**src/hw/rtl/ouvl_pkg.sv**
```systemverilog
package ouvl_pkg;

   localparam int OP_W     = 2;
   localparam int VALUE_W  = 32;
   localparam int POS_W    = 4;
   localparam int STATUS_W = 3;
   localparam int COUNT_W  = 5;

   localparam int REQ_DATA_W = 40;
   localparam int RSP_DATA_W = 40;

   localparam logic [OP_W-1:0] OP_INSERT = 2'd0;
   localparam logic [OP_W-1:0] OP_REMOVE = 2'd1;
   localparam logic [OP_W-1:0] OP_READ   = 2'd2;

   localparam logic [STATUS_W-1:0] STATUS_OK       = 3'd0;
   localparam logic [STATUS_W-1:0] STATUS_FULL     = 3'd1;
   localparam logic [STATUS_W-1:0] STATUS_DUP      = 3'd2;
   localparam logic [STATUS_W-1:0] STATUS_EMPTY    = 3'd3;
   localparam logic [STATUS_W-1:0] STATUS_NOTFOUND = 3'd4;
   localparam logic [STATUS_W-1:0] STATUS_RANGE    = 3'd5;

endpackage

```
**src/hw/rtl/ordered_unique_value_list_unit.sv**
```systemverilog
// An insert on a non-empty list that is not full, and a remove on a non-empty list, scan the list:
// each stored entry is read back from the list memory and compared before the result is loaded.
// A read, an insert on an empty or full list, a remove or read on an empty list and an unknown
// operation go straight to the result without a scan.
// One operation is in progress at a time; the next beat is taken the cycle after the result is
// loaded, while that result may still wait on the output.
// Synchronous reset empties the list and clears the output; no memory clearing pass is needed.
module ordered_unique_value_list_unit #(
   parameter int CAPACITY = 16
) (
   input  logic                              clock,
   input  logic                              reset,
   input  logic                              req_tvalid,
   output logic                              req_tready,
   // item_value [31:0], position [35:32], zero padding above.
   input  logic [ouvl_pkg::REQ_DATA_W-1:0]   req_tdata,
   // operation [1:0].
   input  logic [ouvl_pkg::OP_W-1:0]         req_tuser,
   output logic                              rsp_tvalid,
   input  logic                              rsp_tready,
   // entry_count [4:0], read_value [36:5], is_empty [37], is_full [38], zero padding above.
   output logic [ouvl_pkg::RSP_DATA_W-1:0]   rsp_tdata,
   // status [2:0].
   output logic [ouvl_pkg::STATUS_W-1:0]     rsp_tuser
);

   import ouvl_pkg::*;

   localparam int AW    = (CAPACITY > 1) ? $clog2(CAPACITY) : 1;
   localparam int CNT_W = $clog2(CAPACITY + 1);
   localparam int CMP_W = CNT_W + POS_W;

   typedef enum logic [2:0] {
      ST_IDLE   = 3'b001,
      ST_SCAN   = 3'b010,
      ST_FINISH = 3'b100
   } state_type;

   state_type            state_ff, state_in;
   logic [OP_W-1:0]      op_ff, op_in;
   logic [VALUE_W-1:0]   val_ff, val_in;
   logic                 early_ff, early_in;
   logic [STATUS_W-1:0]  status_ff, status_in;
   logic                 hit_ff, hit_in;
   logic [CNT_W-1:0]     rd_addr_ff, rd_addr_in;
   logic [CNT_W-1:0]     count_ff, count_in;

   logic                 rsp_valid_ff, rsp_valid_in;
   logic [STATUS_W-1:0]  rsp_status_ff, rsp_status_in;
   logic [COUNT_W-1:0]   rsp_count_ff, rsp_count_in;
   logic [VALUE_W-1:0]   rsp_value_ff, rsp_value_in;
   logic                 rsp_empty_ff, rsp_empty_in;
   logic                 rsp_full_ff, rsp_full_in;

   logic                 ram_wr_en;
   logic [AW-1:0]        ram_wr_addr;
   logic [VALUE_W-1:0]   ram_wr_data;
   logic                 ram_rd_en;
   logic [AW-1:0]        ram_rd_addr;
   logic [VALUE_W-1:0]   ram_rd_data;

   logic                 accept;
   logic                 out_free;
   logic [OP_W-1:0]      req_op;
   logic [VALUE_W-1:0]   req_val;
   logic [CMP_W-1:0]     pos_wide;
   logic [CMP_W-1:0]     count_wide;
   logic [CNT_W-1:0]     back_addr;
   logic                 match;

   assign req_tready = (state_ff == ST_IDLE);
   assign accept     = req_tvalid && req_tready;
   assign out_free   = !rsp_valid_ff || rsp_tready;
   assign req_op     = req_tuser;
   assign req_val    = req_tdata[VALUE_W-1:0];
   assign pos_wide   = CMP_W'(req_tdata[VALUE_W+POS_W-1:VALUE_W]);
   assign count_wide = CMP_W'(count_ff);
   assign back_addr  = rd_addr_ff - CNT_W'(2);
   assign match      = (ram_rd_data == val_ff);

   ouvl_ram #(
      .WIDTH (VALUE_W),
      .DEPTH (CAPACITY)
   ) u_ram (
      .clock   (clock),
      .wr_en   (ram_wr_en),
      .wr_addr (ram_wr_addr),
      .wr_data (ram_wr_data),
      .rd_en   (ram_rd_en),
      .rd_addr (ram_rd_addr),
      .rd_data (ram_rd_data)
   );

   always_comb begin
      state_in      = state_ff;
      op_in         = op_ff;
      val_in        = val_ff;
      early_in      = early_ff;
      status_in     = status_ff;
      hit_in        = hit_ff;
      rd_addr_in    = rd_addr_ff;
      count_in      = count_ff;
      rsp_valid_in  = rsp_valid_ff && !rsp_tready;
      rsp_status_in = rsp_status_ff;
      rsp_count_in  = rsp_count_ff;
      rsp_value_in  = rsp_value_ff;
      rsp_empty_in  = rsp_empty_ff;
      rsp_full_in   = rsp_full_ff;
      ram_wr_en     = 1'b0;
      ram_wr_addr   = '0;
      ram_wr_data   = val_ff;
      ram_rd_en     = 1'b0;
      ram_rd_addr   = '0;

      case (state_ff)
         ST_IDLE: begin
            if (accept) begin
               op_in      = req_op;
               val_in     = req_val;
               hit_in     = 1'b0;
               early_in   = 1'b1;
               status_in  = STATUS_OK;
               rd_addr_in = CNT_W'(1);
               state_in   = ST_FINISH;
               case (req_op)
                  OP_INSERT: begin
                     if (count_ff >= CNT_W'(CAPACITY)) begin
                        status_in = STATUS_FULL;
                     end else if (count_ff == '0) begin
                        early_in = 1'b0;
                     end else begin
                        early_in  = 1'b0;
                        ram_rd_en = 1'b1;
                        state_in  = ST_SCAN;
                     end
                  end
                  OP_REMOVE: begin
                     if (count_ff == '0) begin
                        status_in = STATUS_EMPTY;
                     end else begin
                        early_in  = 1'b0;
                        ram_rd_en = 1'b1;
                        state_in  = ST_SCAN;
                     end
                  end
                  OP_READ: begin
                     if (count_ff == '0) begin
                        status_in = STATUS_EMPTY;
                     end else if (pos_wide >= count_wide) begin
                        status_in = STATUS_RANGE;
                     end else begin
                        early_in    = 1'b0;
                        ram_rd_en   = 1'b1;
                        ram_rd_addr = pos_wide[AW-1:0];
                     end
                  end
                  default: begin
                  end
               endcase
            end
         end
         ST_SCAN: begin
            // Once the match is found on a remove, each later entry moves one place toward the head.
            if (op_ff == OP_REMOVE && hit_ff) begin
               ram_wr_en   = 1'b1;
               ram_wr_addr = back_addr[AW-1:0];
               ram_wr_data = ram_rd_data;
            end else if (match) begin
               hit_in = 1'b1;
            end
            if (rd_addr_ff < count_ff) begin
               ram_rd_en   = 1'b1;
               ram_rd_addr = rd_addr_ff[AW-1:0];
               rd_addr_in  = rd_addr_ff + CNT_W'(1);
            end else begin
               state_in = ST_FINISH;
            end
         end
         ST_FINISH: begin
            if (out_free) begin
               rsp_valid_in  = 1'b1;
               rsp_status_in = STATUS_OK;
               rsp_value_in  = '0;
               state_in      = ST_IDLE;
               if (early_ff) begin
                  rsp_status_in = status_ff;
               end else begin
                  case (op_ff)
                     OP_INSERT: begin
                        if (hit_ff) begin
                           rsp_status_in = STATUS_DUP;
                        end else begin
                           ram_wr_en   = 1'b1;
                           ram_wr_addr = count_ff[AW-1:0];
                           count_in    = count_ff + CNT_W'(1);
                        end
                     end
                     OP_REMOVE: begin
                        if (hit_ff) begin
                           count_in = count_ff - CNT_W'(1);
                        end else begin
                           rsp_status_in = STATUS_NOTFOUND;
                        end
                     end
                     OP_READ: begin
                        rsp_value_in = ram_rd_data;
                     end
                     default: begin
                     end
                  endcase
               end
               rsp_count_in = COUNT_W'(count_in);
               rsp_empty_in = (count_in == '0);
               rsp_full_in  = (count_in == CNT_W'(CAPACITY));
            end
         end
         default: begin
            state_in = ST_IDLE;
         end
      endcase
   end

   always_ff @(posedge clock) begin
      if (reset) begin
         state_ff     <= ST_IDLE;
         count_ff     <= '0;
         rsp_valid_ff <= 1'b0;
      end else begin
         state_ff     <= state_in;
         count_ff     <= count_in;
         rsp_valid_ff <= rsp_valid_in;
      end
   end

   always_ff @(posedge clock) begin
      op_ff         <= op_in;
      val_ff        <= val_in;
      early_ff      <= early_in;
      status_ff     <= status_in;
      hit_ff        <= hit_in;
      rd_addr_ff    <= rd_addr_in;
      rsp_status_ff <= rsp_status_in;
      rsp_count_ff  <= rsp_count_in;
      rsp_value_ff  <= rsp_value_in;
      rsp_empty_ff  <= rsp_empty_in;
      rsp_full_ff   <= rsp_full_in;
   end

   assign rsp_tvalid = rsp_valid_ff;
   assign rsp_tuser  = rsp_status_ff;
   assign rsp_tdata  = RSP_DATA_W'({rsp_full_ff, rsp_empty_ff, rsp_value_ff, rsp_count_ff});

endmodule

```
**src/hw/rtl/ouvl_ram.sv**
```systemverilog
module ouvl_ram #(
   parameter int WIDTH = 32,
   parameter int DEPTH = 16,
   parameter int ADDR_W = (DEPTH > 1) ? $clog2(DEPTH) : 1
) (
   input  logic              clock,
   input  logic              wr_en,
   input  logic [ADDR_W-1:0] wr_addr,
   input  logic [WIDTH-1:0]  wr_data,
   input  logic              rd_en,
   input  logic [ADDR_W-1:0] rd_addr,
   output logic [WIDTH-1:0]  rd_data
);

   logic [WIDTH-1:0] mem [DEPTH];
   logic [WIDTH-1:0] rd_data_ff;

   always_ff @(posedge clock) begin
      if (wr_en) begin
         mem[wr_addr] <= wr_data;
      end
      if (rd_en) begin
         rd_data_ff <= mem[rd_addr];
      end
   end

   assign rd_data = rd_data_ff;

endmodule

```
**config.mk**
```make
export PLATFORM = sky130hd
export DESIGN_NAME = ordered_unique_value_list_unit
export DESIGN_NICKNAME = d
export VERILOG_FILES = /design/src/hw/rtl/ouvl_pkg.sv /design/src/hw/rtl/ordered_unique_value_list_unit.sv /design/src/hw/rtl/ouvl_ram.sv
export SDC_FILE = /design/constraint.sdc
export NUM_CORES = 1
export LEC_CHECK = 0
export BUFFER_PORTS_ARGS = -buffer_cell sky130_fd_sc_hd__buf_4
export CAP_MARGIN = 10
export CORE_ASPECT_RATIO = 0.9
export CORE_MARGIN = 10
export CORE_UTILIZATION = 45
export CTS_BUF_LIST = sky130_fd_sc_hd__clkbuf_8 sky130_fd_sc_hd__clkbuf_16
export CTS_CLUSTER_SIZE = 40
export DETAILED_ROUTE_END_ITERATION = 12
export PLACE_DENSITY = 0.71
export REMOVE_ABC_BUFFERS = 1
export SETUP_SLACK_MARGIN = 0.2
export SLEW_MARGIN = 20
export SYNTH_ARGS = -nofsm -noshare
export SYNTH_HDL_FRONTEND = slang
export SYNTH_SLANG_ARGS = --single-unit
```
**constraint.sdc**
```tcl
create_clock -name clock -period 12.4 [get_ports clock]
set_input_delay 1.86 -clock clock [delete_from_list [all_inputs] [get_ports clock]]
set_output_delay 1.86 -clock clock [all_outputs]
set_load 0.01 [all_outputs]
```
# ---- After elaboration in Yosys (flattened, before gate mapping)
# Memory sizes are Yosys's and may differ from the RTL's. A register that Yosys moved wholly into a read port is not among the register bits.
# Index checks and enable logic that the tools add are counted.
dict set report word_totals {
  register_bits 95
  ram_bits 512
  out_inout_bits 45
  n_memories 1
}
dict set report classes {
  addsub 4
  order_cmp 3
  n_eq_ne 15
  n_mux 66
  bitwise_logic 1
  reduce_logical 17
}
# name depth word_bits rd rd_clocked_by_memory_dff write_ports line_no
set mem_list {}
lappend mem_list {u_ram.mem 16 32 1 1 1 ouvl_ram.sv:15} ;# logic [WIDTH-1:0] mem [DEPTH];
# cell n
set op_table {}
lappend op_table {{$mux 32} 2}
lappend op_table {{$mux 4} 10}
lappend op_table {{$mux 5} 7}
lappend op_table {{$eq 32x32->1} 1}
lappend op_table {{$mux 3} 9}
lappend op_table {{$mux 1} 23}
lappend op_table {{$pmux 5 s2} 2}
lappend op_table {{$pmux 3 s3} 2}
lappend op_table {{$pmux 4 s2} 2}
lappend op_table {{$pmux 3 s2} 2}
lappend op_table {{$add 5x1->5 const B} 2}
lappend op_table {{$logic_not 5->1} 2}
lappend op_table {{$ne 2x2->1 const B} 5}
lappend op_table {{$pmux 1 s2} 3}
lappend op_table {{$pmux 1 s3} 2}
lappend op_table {{$reduce_and 3->1} 2}
lappend op_table {{$eq 5x5->1 const B} 1}
lappend op_table {{$ge 4x5->1} 1}
lappend op_table {{$ge 5x5->1 const B} 1}
lappend op_table {{$lt 5x5->1} 1}
lappend op_table {{$sub 5x1->5 const B} 1}
lappend op_table {{$eq 2x1->1 const B} 2}
lappend op_table {{$eq 2x2->1 const B} 2}
lappend op_table {{$logic_not 2->1} 2}
lappend op_table {{14 further kinds} 19}

# ---- Logic depth before layout (Yosys ltp)
dict set report depth {
  word_depth 7
  ltp_mapped 14
  mapped_depth_nobuf 10
}

# ---- Modules after synthesis
# From an unflattened synthesis, not the netlist that was laid out.
dict set report unflattened {
  cells_unflattened 1291
  area_unflattened_um2 25029.0
}
# mod n_inst cells_per_inst area_per_inst_um2 seq_area_each_um2
set by_module_without_submodules {}
lappend by_module_without_submodules {ouvl_ram 1 838 20155.6 16335.7}
lappend by_module_without_submodules {ordered_unique_value_list_unit 1 453 4873.4 2762.6}

# ---- Worst setup path before layout
# Ideal clock, no wire load.
dict set report synth_path {
  kind {in2reg}
  start {in rsp_tready}
  end {mem u_ram.mem[13][0] (enable)}
  setup_time_ps 421
  t_arrival_ps 5447
  required_ps 11979
  path_slack_ps 6532
  stages 6
  n_path_buf 1
  cell_sequence {nand2b_1 and3_1 clkbuf_1 a32o_1 o211ai_1 nor2_1}
}
dict set report synth_between {
  elab_chain_cells 5
}
# element line_no
set synth_lines {}
lappend synth_lines {{start: declaration} ordered_unique_value_list_unit.sv:20} ;# input logic rsp_tready,
lappend synth_lines {{$logic_or 1x1->1 (*)} ordered_unique_value_list_unit.sv:73} ;# assign out_free = !rsp_valid_ff || rsp_tready;
lappend synth_lines {{$mux 1} ordered_unique_value_list_unit.sv:180} ;# if (out_free) begin
lappend synth_lines {{$pmux 1 s2} ordered_unique_value_list_unit.sv:115} ;# case (state_ff)
lappend synth_lines {{$mux 1} ouvl_ram.sv:19} ;# if (wr_en) begin
lappend synth_lines {{$mux 1 (not written as such)} ouvl_ram.sv:20} ;# mem[wr_addr] <= wr_data;
lappend synth_lines {{end: declaration} ouvl_ram.sv:15}
# Every way passes the cells marked *; elsewhere a longest branch is shown, timed or not.

# ---- Worst setup path in the final report
dict set report layout_path {
  start {in req_tdata[32] (netlist bit)}
  end {reg u_ram.rd_data_ff[26] (netlist: u_ram.rd_data[26]), read port of u_ram.mem, data pin}
}
dict set report layout_between {
  elab_chain_cells 6
}
# element line_no
set layout_lines {}
lappend layout_lines {{start: declaration} ordered_unique_value_list_unit.sv:16} ;# input logic [ouvl_pkg::REQ_DATA_W-1:0] req_tdata,
lappend layout_lines {{$ge 4x5->1} ordered_unique_value_list_unit.sv:149} ;# end else if (pos_wide >= count_wide) begin
lappend layout_lines {{$mux 1 / $mux 4 (equally long branches)} ordered_unique_value_list_unit.sv:149}
lappend layout_lines {{$mux 1 / $mux 4 (equally long branches)} ordered_unique_value_list_unit.sv:147} ;# if (count_ff == '0) begin
lappend layout_lines {{$pmux 1 s3 / $mux 4 (equally long branches)} ordered_unique_value_list_unit.sv:125} ;# case (req_op)
lappend layout_lines {{$mux 1 / $mux 4 (equally long branches)} ordered_unique_value_list_unit.sv:117} ;# if (accept) begin
lappend layout_lines {{$pmux 1 s2 / $pmux 4 s2 (equally long branches)} ordered_unique_value_list_unit.sv:115}
lappend layout_lines {{end: declaration} ouvl_ram.sv:16} ;# logic [WIDTH-1:0] rd_data_ff;
# Parallel ways exist; a longest one is shown, timed or not.
# A chain may end at the register's enable or synchronous reset.

==> results.py <==
metrics = {
    "power_and_ir_drop": {
        "leakage_nw": 9.65,
        "max-vdd-ir-drop_mv": 0.126,
        "powerDensity_nw_per_um2": 160,
    },
    "critical_path": {
        "critPathSlowestCell": "buf_4",
        "crit_path_end_kind": "register",
        "cp.arrival_ns": 6.21,
        "cp_num_buf_inv": 4,
        "crit_path_frequent_cell": "buf_4",
        "start_kind": "primary input",
        "path_delay_family": "compound AO/OA/AOI/OAI gates",
        "rrSetupSlack_ns": 7.43,
        "worst-setup-path-type": "in -> reg",
        "worst-path-max-fanout": 48,
        "required_ns": 12.74,
        "path_cells": "buf_4 -> inv_1 -> ha_1 -> nand2b_1 -> a2111o_1 -> a21oi_1 -> and2_1 -> a22o_4 -> buf_4 -> buf_4 -> mux4_2 -> a22oi_1 -> o21ai_1",
        "critical_path.max_stage_delay_ns": 0.69,
    },
    "min_path": {
        "hold_path_class": "reg -> reg",
    },
    "floorplanning": {
        "num_rows": 82,
        "ioPinCount": 91,
        "die_h_um": 245,
        "initial_core_util": 0.454,
        "coreArea_um2": 55600,
        "die_w_um": 270,
        "die-area_um2": 65900,
    },
    "clock_network": {
        "postCtsResizedCells": 0,
        "holdBufCountCts": 0,
        "clk_latency_ns": 0.61,
        "clkSinkCount": 639,
        "clock_path_buffers": 3,
        "cts_tree": "built",
        "post_cts_buffers": 0,
        "root_buffer": "clkbuf_16",
        "clkSlewWorstSetupHoldPaths_ns": 0.06,
        "cts.htree.levels": 3,
        "cts_buffers": 66,
    },
    "global_routing": {
        "antenna_found_initial": 1,
        "grt_max_degree": 147,
        "grt_pass1_wl_um": 89600,
        "grt_pass1_vias": 13700,
        "overflow": 0,
        "grt_use_total": 0.183,
    },
    "timing": {
        "setup_slack_ns": 6.53,
        "setup_viol": 0,
        "rsz0062_at_grt": "false",
        "hold_viol": 0,
        "fin_skew_ns": 0.0254,
        "slew_headroom": 0.328,
        "fin_crit_sh": 0.473,
        "fin_setup_tns_ns": 0,
        "clock.fmax_ghz": 0.170,
        "slew_viol_final": 0,
        "min_period_ns": 5.87,
        "worst_slew_pin_slew_ns": 1.01,
    },
    "placed_design": {
        "numPortBuffers": 85,
        "hpwlAfterDp_um": 32000,
        "gp_congestion": 0.797,
        "pre_cts_slack_ns": 5.89,
        "dp_cells": 2282,
        "place_area_um2": 26900,
    },
    "cells_and_area": {
        "final_util": 0.522,
        "final_layout_size_suffix_gt1_frac": 0.209,
        "area_delta_synth_final_pct": 15.2,
        "layout.cells.most_common_list": "edfxtp_1 (630), nand2_1 (243), buf_4 (115), mux4_2 (97)",
        "nets": 1655,
        "final_cell_area_um2": 29100,
        "fillers": 4434,
        "final_cell_count_no_fill": 2402,
        "final_common_cell": "edfxtp_1",
    },
    "route": {
        "antenna_left": 0,
        "drt_iter0_drc": 1729,
        "drc": 0,
        "vias": 14000,
        "wl_per_cell_um": 25.6,
        "viasPerCell": 5.81,
        "drt_wl_total_um": 61500,
        "dr.pass1.iters": 5,
    },
    "synth": {
        "syn_area_um2": 25200,
        "ys_ff_latch": 639,
        "async_reset_ff_frac": 0,
        "ys_types": 53,
        "synthCells": 1488,
        "ys_seq_area_frac": 0.757,
        "ys.flop_type": "edfxtp_1",
        "postSynthAreaPerCell_um2": 17.0,
        "yosysWarnings": 0,
        "synth-edff-count": 630,
    },
    "flow_run": {
        "max_cap_viol_count": 0,
    },
    "run_status": {
        "status": "complete, no violations",
    },
}
cell families after synthesis:
logic type / Yosys count / synth area share
flops: 639 / 0.757
simple gates: 486 / 0.0868
compound gates: 112 / 0.0290
mux: 102 / 0.0886
buf+inv: 93 / 0.0172
xor+xnor: 41 / 0.0142
fa+ha+maj: 14 / 0.00694
other cells: 1 / 0.000149
worst paths after layout:
path / start / to / depth (start not counted)
worst max-delay path: req_tdata[32] / u_ram.rd_data[26] / 13
worst min-delay path: rsp_tvalid / rsp_tvalid / 2
worst max register to register: count_ff[0] / u_ram.rd_data[26] / 11
worst min register to register: rsp_tvalid / rsp_tvalid / 2
where the power goes:
part | switching [mW] | internal, mW
Sequential | 0.0288 | 2.45
Combinational | 0.139 | 0.0578
Clock | 0.816 | 1.16
Total | 0.984 | 3.66
per-layer routing:
| metal | share of wire | vias up | track usage | routed length (um) |
|---|---|---|---|---|
| met3 | 0.10 | 132 | 0.0471 | 6440 |
| met5 | 0 | - | 0 | 0 |
| met2 | 0.46 | 769 | 0.282 | 28300 |
| li1 | - | 5953 | - | - |
| met4 | 0.027 | 0 | 0.0563 | 1680 |
| met1 | 0.41 | 7109 | 0.252 | 25000 |
state kept, by name, summed over array words and instances, names as in the netlist:
| register | cells |
|---|---|
| status_ff | 3 |
| rsp_value_ff | 32 |
| state_ff | 3 |
| rsp_count_ff | 5 |
| rsp_tvalid | 1 |
| u_ram.mem | 512 |
| count_ff | 5 |
| early_ff | 1 |
| rsp_full_ff | 1 |
| u_ram.rd_data | 32 |
| hit_ff | 1 |
| rd_addr_ff | 5 |
| val_ff | 32 |
| rsp_empty_ff | 1 |
| rsp_tuser | 3 |
| op_ff | 2 |
worst register-to-register path, stage by stage, from the launching register on:
cell	delay (ns)
dfxtp_1	0.52
ha_1	0.30
nand2b_1	0.14
a2111o_1	0.42
a21oi_1	0.37
and2_1	0.33
a22o_4	0.54
buf_4	0.65
buf_4	0.70
mux4_2	0.43
a22oi_1	0.24
o21ai_1	0.10
synth_stat cells, types with 19 or more instances:
library cell | count | share of area
a22oi_1 | 35 | 0.010
and2_1 | 36 | 0.0089
buf_2 | 19 | 0.0038
clkbuf_1 | 47 | 0.0070
edfxtp_1 | 630 | 0.75
mux4_2 | 97 | 0.087
nand2_1 | 243 | 0.036
nand3_1 | 67 | 0.013
nand4_1 | 37 | 0.0092
nor2_1 | 68 | 0.010
o21ai_1 | 34 | 0.0067
xnor2_1 | 22 | 0.0076
xor2_1 | 19 | 0.0066
metrics by stage:
step / power, mW / hold WS, ns
final: 4.65 / 0.523
after CTS: 4.68 / 0.526
after global routing: 4.79 / 0.573
after global placement: 2.71 / 0.485
after detailed placement: 2.72 / 0.516
after floorplan: 2.62 / 0.460
cell type report:
cell class / count / area, um^2 / share of cell area
Sequential cell: 639 / 19100 / 0.657
Multi-Input combinational cell: 756 / 5880 / 0.202
Clock buffer: 67 / 1680 / 0.0577
Tap cell: 756 / 946 / 0.0326
Timing Repair Buffer: 117 / 911 / 0.0314
Clock inverter: 51 / 479 / 0.0165
Inverter: 15 / 61.3 / 0.00211
Antenna cell: 1 / 2.50 / 0.0000861
No activity file was read; power rests on OpenSTA's default activity.
